**src/rtl/csfs_pkg.sv**
```systemverilog
`timescale 1ns / 1ps
`default_nettype none

package csfs_pkg;

    localparam int MAX_MSG_LEN_DEF = 21;
    localparam int BYTE_W          = 8;
    localparam int POS_W           = 5;
    localparam int M_TDATA_W       = 16;
    localparam logic [BYTE_W-1:0] SYNC_MID_RST = 8'd128;

    typedef enum logic [1:0] {
        MODE_HUNT,
        MODE_SYNC,
        MODE_FRAME
    } mode_t;

    typedef enum logic [1:0] {
        ST_IDLE,
        ST_READ,
        ST_LOAD
    } rd_state_t;

endpackage

`default_nettype wire

```
**src/rtl/csfs_buf.sv**
```systemverilog
`timescale 1ns / 1ps
`default_nettype none

module csfs_buf
    import csfs_pkg::*;
#(
    parameter int DEPTH = MAX_MSG_LEN_DEF,
    parameter int AW    = $clog2(MAX_MSG_LEN_DEF)
)
(
    input  wire logic              clk,
    input  wire logic              we,
    input  wire logic [AW-1:0]     waddr,
    input  wire logic [BYTE_W-1:0] wdata,
    input  wire logic              re,
    input  wire logic [AW-1:0]     raddr,
    output logic      [BYTE_W-1:0] rdata
);

    logic [BYTE_W-1:0] mem [DEPTH];
    logic [BYTE_W-1:0] rdata_reg;

    always_ff @(posedge clk)
    begin
        if (we)
        begin
            mem[waddr] <= wdata;
        end
    end

    always_ff @(posedge clk)
    begin
        if (re)
        begin
            rdata_reg <= mem[raddr];
        end
    end

    assign rdata = rdata_reg;

endmodule

`default_nettype wire

```
**src/rtl/csfs_ctrl.sv**
```systemverilog
`timescale 1ns / 1ps
`default_nettype none

module csfs_ctrl
    import csfs_pkg::*;
#(
    parameter int MAX_MSG_LEN = MAX_MSG_LEN_DEF,
    parameter int AW          = $clog2(MAX_MSG_LEN_DEF),
    parameter int CW          = $clog2(MAX_MSG_LEN_DEF + 1)
)
(
    input  wire logic                 clk,
    input  wire logic                 rst_n,
    input  wire logic                 cfg_we,
    input  wire logic [BYTE_W-1:0]    cfg_wdata,
    input  wire logic                 s_tvalid,
    output logic                      s_tready,
    input  wire logic [BYTE_W-1:0]    s_tdata,
    output logic                      m_tvalid,
    input  wire logic                 m_tready,
    output logic      [M_TDATA_W-1:0] m_tdata,
    output logic                      m_tlast,
    output logic                      m_tuser,
    output logic                      mem_we,
    output logic      [AW-1:0]        mem_waddr,
    output logic      [BYTE_W-1:0]    mem_wdata,
    output logic                      mem_re,
    output logic      [AW-1:0]        mem_raddr,
    input  wire logic [BYTE_W-1:0]    mem_rdata
);

    localparam logic [CW-1:0] MAX_C = CW'(MAX_MSG_LEN);

    logic [BYTE_W-1:0] sync_mid_reg;
    mode_t             mode_reg, mode_next;
    logic [BYTE_W-1:0] sum_reg, sum_next;
    logic [CW-1:0]     count_reg, count_next;
    logic [CW-1:0]     frame_len_reg, frame_len_next;
    logic              from_sync_reg, from_sync_next;
    rd_state_t         state_reg, state_next;
    logic [AW-1:0]     rd_idx_reg, rd_idx_next;

    logic              out_valid_reg, out_valid_next;
    logic [BYTE_W-1:0] out_byte_reg;
    logic [POS_W-1:0]  out_pos_reg;
    logic              out_last_reg;
    logic              out_sync_reg;

    logic              accept;
    logic              frame_done;
    logic [CW-1:0]     cnt_inc;
    logic [BYTE_W-1:0] sum_add;
    logic              load;
    logic              rd_last;
    logic [AW+POS_W-1:0] pos_ext;

    assign accept  = s_tvalid && s_tready;
    assign cnt_inc = count_reg + CW'(1);
    assign sum_add = sum_reg + s_tdata;
    assign rd_last = (CW'(rd_idx_reg) + CW'(1)) == frame_len_reg;
    // byte position wraps mod 32 for long frames
    assign pos_ext = {{POS_W{1'b0}}, rd_idx_reg};

    always_ff @(posedge clk or negedge rst_n)
    begin
        if (!rst_n)
        begin
            sync_mid_reg <= SYNC_MID_RST;
        end
        else if (cfg_we)
        begin
            sync_mid_reg <= cfg_wdata;
        end
    end

    // framing: mode, running sum, byte count, buffer writes
    always_comb
    begin
        mode_next      = mode_reg;
        sum_next       = sum_reg;
        count_next     = count_reg;
        frame_len_next = frame_len_reg;
        from_sync_next = from_sync_reg;
        mem_we         = 1'b0;
        mem_waddr      = count_reg[AW-1:0];
        mem_wdata      = s_tdata;
        frame_done     = 1'b0;
        if (accept)
        begin
            unique case (mode_reg)
                MODE_HUNT:
                begin
                    if (s_tdata == sync_mid_reg)
                    begin
                        mem_we     = 1'b1;
                        mem_waddr  = '0;
                        count_next = CW'(1);
                        sum_next   = s_tdata;
                        mode_next  = MODE_SYNC;
                    end
                end
                MODE_SYNC, MODE_FRAME:
                begin
                    if (count_reg >= MAX_C)
                    begin
                        mode_next  = MODE_HUNT;
                        sum_next   = '0;
                        count_next = '0;
                    end
                    else
                    begin
                        mem_we = 1'b1;
                        if (sum_reg != '0 && sum_add == '0)
                        begin
                            frame_done     = 1'b1;
                            frame_len_next = cnt_inc;
                            from_sync_next = (mode_reg == MODE_SYNC);
                            mode_next      = MODE_FRAME;
                            sum_next       = '0;
                            count_next     = '0;
                        end
                        else if (cnt_inc >= MAX_C)
                        begin
                            // overlong frame is dropped
                            mode_next  = MODE_HUNT;
                            sum_next   = '0;
                            count_next = '0;
                        end
                        else
                        begin
                            sum_next   = sum_add;
                            count_next = cnt_inc;
                        end
                    end
                end
                default:
                begin
                    mode_next  = MODE_HUNT;
                    sum_next   = '0;
                    count_next = '0;
                end
            endcase
        end
    end

    // readout sequencer next state
    always_comb
    begin
        state_next = state_reg;
        unique case (state_reg)
            ST_IDLE:
            begin
                if (frame_done)
                begin
                    state_next = ST_READ;
                end
            end
            ST_READ:
            begin
                state_next = ST_LOAD;
            end
            ST_LOAD:
            begin
                if (load && rd_last)
                begin
                    state_next = ST_IDLE;
                end
            end
            default:
            begin
                state_next = ST_IDLE;
            end
        endcase
    end

    // readout sequencer outputs
    always_comb
    begin
        s_tready    = (state_reg == ST_IDLE);
        load        = (state_reg == ST_LOAD) && (!out_valid_reg || m_tready);
        mem_re      = (state_reg == ST_READ) || (load && !rd_last);
        mem_raddr   = (state_reg == ST_READ) ? rd_idx_reg : rd_idx_reg + AW'(1);
        rd_idx_next = rd_idx_reg;
        if (state_reg == ST_IDLE)
        begin
            rd_idx_next = '0;
        end
        else if (load && !rd_last)
        begin
            rd_idx_next = rd_idx_reg + AW'(1);
        end
        out_valid_next = out_valid_reg;
        if (load)
        begin
            out_valid_next = 1'b1;
        end
        else if (m_tready)
        begin
            out_valid_next = 1'b0;
        end
    end

    always_ff @(posedge clk or negedge rst_n)
    begin
        if (!rst_n)
        begin
            mode_reg      <= MODE_HUNT;
            sum_reg       <= '0;
            count_reg     <= '0;
            state_reg     <= ST_IDLE;
            rd_idx_reg    <= '0;
            out_valid_reg <= 1'b0;
        end
        else
        begin
            mode_reg      <= mode_next;
            sum_reg       <= sum_next;
            count_reg     <= count_next;
            state_reg     <= state_next;
            rd_idx_reg    <= rd_idx_next;
            out_valid_reg <= out_valid_next;
        end
    end

    always_ff @(posedge clk)
    begin
        frame_len_reg <= frame_len_next;
        from_sync_reg <= from_sync_next;
        if (load)
        begin
            out_byte_reg <= mem_rdata;
            out_pos_reg  <= pos_ext[POS_W-1:0];
            out_last_reg <= rd_last;
            out_sync_reg <= from_sync_reg;
        end
    end

    assign m_tvalid = out_valid_reg;
    assign m_tdata  = {{(M_TDATA_W - BYTE_W - POS_W){1'b0}}, out_pos_reg, out_byte_reg};
    assign m_tlast  = out_last_reg;
    assign m_tuser  = out_sync_reg;

`ifndef SYNTHESIS
    a_hunt_clear: assert property (@(posedge clk) disable iff (!rst_n)
        mode_reg == MODE_HUNT |-> count_reg == '0 && sum_reg == '0)
        else $error("hunting with stale sum or count");

    a_idx_in_frame: assert property (@(posedge clk) disable iff (!rst_n)
        state_reg == ST_LOAD |-> CW'(rd_idx_reg) < frame_len_reg)
        else $error("readout index beyond frame length");

    a_read_then_load: assert property (@(posedge clk) disable iff (!rst_n)
        state_reg == ST_READ |=> state_reg == ST_LOAD)
        else $error("buffer read not followed by load");

    a_last_ends_readout: assert property (@(posedge clk) disable iff (!rst_n)
        load && rd_last |=> state_reg == ST_IDLE && m_tvalid && m_tlast)
        else $error("last byte loaded but readout not finished");

    a_done_no_overlap: assert property (@(posedge clk) disable iff (!rst_n)
        frame_done |-> state_reg == ST_IDLE)
        else $error("frame completed during readout");
`endif

endmodule

`default_nettype wire

```
**src/rtl/checksum_delimited_frame_sync_top.sv**
```systemverilog
// checksum-delimited frame sync
// input: s_tvalid/s_tready/s_tdata, one received byte per transaction
// output: m_tvalid/m_tready/m_tdata/m_tlast/m_tuser, one message byte per
//   transaction; m_tlast marks the checksum byte, m_tuser is set on every
//   byte of the frame found while hunting for the sync id
// cfg_we/cfg_wdata write the sync message id (reset value 128)
// bytes are dropped until one equals the sync id; then bytes are stored in
// the frame buffer memory with a running sum until a byte makes the sum
// wrap to zero, and the whole frame is replayed from the buffer
// a byte that does not complete a frame leaves s_tready high, so the next
// byte can be taken on the next cycle
// a completing byte starts a readout: a registered buffer read (ST_READ), then
// one byte per cycle into the output register (ST_LOAD) while the receiver
// is not stalling; the input is blocked for the whole readout
// a stalled receiver holds the output register; the readout waits and no
// input is taken until the last byte is in the output register
// after reset the block hunts with empty sum and count; no clearing pass
`timescale 1ns / 1ps
`default_nettype none

module checksum_delimited_frame_sync_top
    import csfs_pkg::*;
#(
    parameter int MAX_MSG_LEN = MAX_MSG_LEN_DEF
)
(
    input  wire logic                 clk,
    input  wire logic                 rst_n,
    input  wire logic                 cfg_we,
    input  wire logic [BYTE_W-1:0]    cfg_wdata,   // sync_mid
    input  wire logic                 s_tvalid,
    output logic                      s_tready,
    input  wire logic [BYTE_W-1:0]    s_tdata,     // [7:0] rx_byte
    output logic                      m_tvalid,
    input  wire logic                 m_tready,
    output logic      [M_TDATA_W-1:0] m_tdata,     // [7:0] msg_byte, [12:8] byte_pos
    output logic                      m_tlast,
    output logic                      m_tuser      // from_sync
);

    localparam int AW = $clog2(MAX_MSG_LEN);
    localparam int CW = $clog2(MAX_MSG_LEN + 1);

    logic              mem_we;
    logic [AW-1:0]     mem_waddr;
    logic [BYTE_W-1:0] mem_wdata;
    logic              mem_re;
    logic [AW-1:0]     mem_raddr;
    logic [BYTE_W-1:0] mem_rdata;

    csfs_ctrl #(
        .MAX_MSG_LEN (MAX_MSG_LEN),
        .AW          (AW),
        .CW          (CW)
    ) u_ctrl (
        .clk        (clk),
        .rst_n      (rst_n),
        .cfg_we     (cfg_we),
        .cfg_wdata  (cfg_wdata),
        .s_tvalid   (s_tvalid),
        .s_tready   (s_tready),
        .s_tdata    (s_tdata),
        .m_tvalid   (m_tvalid),
        .m_tready   (m_tready),
        .m_tdata    (m_tdata),
        .m_tlast    (m_tlast),
        .m_tuser    (m_tuser),
        .mem_we     (mem_we),
        .mem_waddr  (mem_waddr),
        .mem_wdata  (mem_wdata),
        .mem_re     (mem_re),
        .mem_raddr  (mem_raddr),
        .mem_rdata  (mem_rdata)
    );

    csfs_buf #(
        .DEPTH (MAX_MSG_LEN),
        .AW    (AW)
    ) u_buf (
        .clk   (clk),
        .we    (mem_we),
        .waddr (mem_waddr),
        .wdata (mem_wdata),
        .re    (mem_re),
        .raddr (mem_raddr),
        .rdata (mem_rdata)
    );

endmodule

`default_nettype wire
```
**config.mk**
```make
export PLATFORM = sky130hd
export DESIGN_NAME = checksum_delimited_frame_sync_top
export DESIGN_NICKNAME = d
export VERILOG_FILES = /design/src/rtl/csfs_pkg.sv /design/src/rtl/csfs_buf.sv /design/src/rtl/csfs_ctrl.sv /design/src/rtl/checksum_delimited_frame_sync_top.sv
export SDC_FILE = /design/constraint.sdc
export NUM_CORES = 1
export LEC_CHECK = 0
export BUFFER_PORTS_ARGS = -buffer_cell sky130_fd_sc_hd__buf_4
export CORE_ASPECT_RATIO = 1.5
export CORE_MARGIN = 5
export CORE_UTILIZATION = 45
export CTS_BUF_LIST = sky130_fd_sc_hd__clkbuf_8
export CTS_CLUSTER_DIAMETER = 30
export DETAILED_ROUTE_END_ITERATION = 8
export MAX_ROUTING_LAYER = met4
export PLACE_DENSITY = 0.69
export SLEW_MARGIN = 5
export SYNTH_ARGS = -nofsm -noshare
export SYNTH_HDL_FRONTEND = slang
export SYNTH_SLANG_ARGS = --single-unit
export TNS_END_PERCENT = 10
```
**constraint.sdc**
```tcl
create_clock -name clk -period 8.65 [get_ports clk]
set_clock_uncertainty 0.2 [all_clocks]
set_input_delay 1.2975 -clock clk [delete_from_list [all_inputs] [get_ports clk]]
set_output_delay 1.2975 -clock clk [all_outputs]
set_load 0.01 [all_outputs]
```
==> results.py <==
metrics = {
    "final_layout": {
        "ff_latch_area_um2": 6690,
        "largest_register": "u_buf.mem",
        "multi_input_area_um2": 2840,
        "layout-drive-gt1-share": 0.232,
        "antenna_cells": 0,
        "fin_util": 0.518,
        "fillers": 1704,
        "fin_nets": 665,
        "largest_reg_flops": 168,
        "area_delta_synth_final_pct": 13.1,
    },
    "worst_setup_path": {
        "required_ns": 8.61,
        "arrival_ns": 4.15,
        "critPathKind": "input port to flip-flop",
        "startpoint_type": "input port",
        "worstSetupEndpointType": "flip-flop",
        "critPathMaxFanout": 24,
    },
    "die": {
        "fp.coreArea_um2": 21100,
        "dieArea_um2": 24600,
        "die_h_um": 190,
        "die_x_um": 130,
        "boundaryPins": 41,
        "start_util": 0.457,
        "rows": 65,
    },
    "grt": {
        "grt-busiest-layer": "met2",
        "grt_pass1_wl_mm": 32.3,
        "grt_util_met3": 0.0287,
        "grt_util_met1": 0.199,
        "grt_max_degree": 39,
        "grt_usage": 0.177,
        "grt_pass1_vias": 5766,
        "antenna_found_initial": 0,
        "overflow": 0,
        "use_met2": 0.315,
    },
    "cts": {
        "hold_buffers": 0,
        "clkTransAtPathRegs_ns": 0.07,
        "cts_max_level": 2,
        "cts-resized-gates": 0,
        "clock-sinks": 228,
        "clock_path_buffers": 3,
        "cts_buffers": 37,
        "cts_tree": "built",
        "clock_latency_ns": 0.53,
        "root_buffer": "clkbuf_8",
        "post_cts_buffers": 0,
    },
    "routing": {
        "drt-total-wl_mm": 20.4,
        "vias_per_cell": 5.74,
        "drc": 0,
        "drtIter0Drc": 392,
        "vias": 5301,
        "wl_per_cell_um": 22.0,
        "drtAntennaViolNets": 0,
        "dr.pass1.iters": 5,
    },
    "power": {
        "power.switching_mw": 0.767,
        "p_leak_nw": 3.86,
        "power_density_nw_per_um2": 249,
        "clkPwrFrac": 0.329,
        "netSwitchingFraction": 0.281,
        "ir_drop_mv": 0.122,
        "combPwrFrac": 0.177,
        "seqPwrFrac": 0.494,
        "total_power_mw": 2.73,
        "internal-power_mw": 1.96,
    },
    "synthesis": {
        "syn_area_per_cell_um2": 17.1,
        "ys_ff_latch": 228,
        "synth_warnings": 0,
        "synth_cell_type_count": 64,
        "netlist_instances": 567,
        "async_flop_share": 0.136,
        "synth_edf_count": 197,
        "ys_seq_area_frac": 0.692,
        "synth_area_um2": 9670,
        "synth_flop_cell": "edfxtp_1",
    },
    "timing": {
        "finalCritPeriodShare": 0.484,
        "fmax_ghz": 0.239,
        "final-setup-viol-count": 0,
        "holdWs_ns": 0.221,
        "finalSetupTns_ns": 0,
        "rsz0062_at_grt": "no",
        "min_period_ns": 4.19,
        "drv_slew": 0,
        "hold_viol_final": 0,
        "relSlewSlack": 0.202,
        "tightestPinTransition_ns": 1.19,
    },
    "placement": {
        "dpl.hpwl_mm": 13.5,
        "gp_congestion": 0.807,
        "io_buffers": 37,
    },
    "outcome": {
        "status": "completed",
    },
    "min_path": {
        "hp-class": "flip-flop to flip-flop",
    },
    "flow_run": {
        "drv_cap": 0,
    },
}
==> placed cells by master (no fill, tap or decap), types with 13 or more instances in the layout <==
master and count:
ha_1 15, buf_4 42, xnor2_1 17, o21ai_0 19
clkbuf_8 37, mux2i_1 13, nor2_1 32, dfrtp_1 30
mux4_2 40, nand2_1 24, edfxtp_1 197, inv_1 20
==> synthesized netlist by cell type (4+ instances only) <==
cell,count,share of area
edfxtp_1,197,0.61
mux4_2,40,0.093
nor2_1,32,0.012
dfrtp_1,30,0.078
nand2_1,24,0.0093
o21ai_0,19,0.0098
xnor2_1,18,0.016
ha_1,15,0.019
mux2i_1,14,0.014
inv_1,12,0.0047
a211oi_1,9,0.0070
mux2_2,9,0.010
nand3_1,9,0.0047
nor2b_1,9,0.0058
a22oi_1,7,0.0054
buf_4,7,0.0054
clkbuf_1,7,0.0027
nor3_1,7,0.0036
o22ai_1,7,0.0045
and3_1,6,0.0039
buf_2,6,0.0031
nor3b_1,6,0.0047
xor2_1,6,0.0054
a21oi_1,4,0.0021
a22o_1,4,0.0036
nand2b_1,4,0.0026
==> logic make-up after synthesis <==
family / Yosys count / share of synthesized area
buffers and inverters: 34 / 0.0182
DFF: 228 / 0.692
other: 1 / 0.000388
xor gates and xnor gates: 25 / 0.0234
muxes: 63 / 0.118
adders and majority gates: 16 / 0.0215
AOI/OAI and AO/OA: 79 / 0.0577
and+or+nand+nor: 121 / 0.0688
==> worst max-delay path: stages <==
cell and delay (ns):
buf_4 0.19, ha_1 0.27, fa_1 0.45, a211oi_1 0.37, o21bai_1 0.15, a221oi_1 0.39
and4_1 0.31, nand2_1 0.11, nor3_1 0.59
==> stage by stage <==
| stage | setup WS (ns) | cell area, um^2 | std cells |
|---|---|---|---|
| 6_report | 4.46 | 10900 | 924 |
| 5_1_grt | 4.26 | 10900 | 924 |
| 4_1_cts | 4.50 | 10900 | 924 |
| 3_5_place_dp | 3.94 | 10200 | 857 |
| 3_3_place_gp | 4.10 | 10200 | 857 |
| 2_1_floorplan | 4.60 | 9680 | 569 |
==> layout make-up <==
class / count / area share
flip-flops and latches: 228 / 0.612
multi-input cells: 307 / 0.260
clock buffers: 37 / 0.0465
well taps: 268 / 0.0306
repair buffers: 42 / 0.0288
clock inverters: 30 / 0.0186
inverters: 12 / 0.00412
==> per-layer routing <==
layer | share of wire | vias up
li1 | - | 2380
met1 | 0.37 | 2688
met2 | 0.55 | 186
met3 | 0.046 | 47
met4 | 0.030 | 0
met5 | 0 | -
==> power by group through the flow <==
stage                     logic, mW  clock network (mW)  registers, mW
after floorplan               0.329                   0           1.36
after global placement        0.474                   0           1.36
after detailed placement      0.485                   0           1.37
after CTS                     0.488               0.911           1.35
after global routing          0.536               0.966           1.35
final                         0.483               0.897           1.35
==> path summary, 6_finish.rpt <==
| path | start | to | slack, ns | cells after the start |
|---|---|---|---|---|
| worst max-delay path | s_tdata[0] | u_ctrl.from_sync_reg | 4.46 | 9 |
| worst min-delay path | u_buf.rdata[5] | u_ctrl.out_byte_reg[5] | 0.22 | 0 |
| worst max register to register | u_ctrl.count_reg[1] | u_buf.mem[1][5] | 4.81 | 8 |
| worst min register to register | u_buf.rdata[5] | u_ctrl.out_byte_reg[5] | 0.22 | 0 |
| max in group asynchronous | rst_n | u_ctrl.sync_mid_reg[7] | 7.40 | 1 |
| min in group asynchronous | rst_n | u_ctrl.state_reg[0] | 0.51 | 1 |
Note: power is estimated with default switching activity, not from simulation.
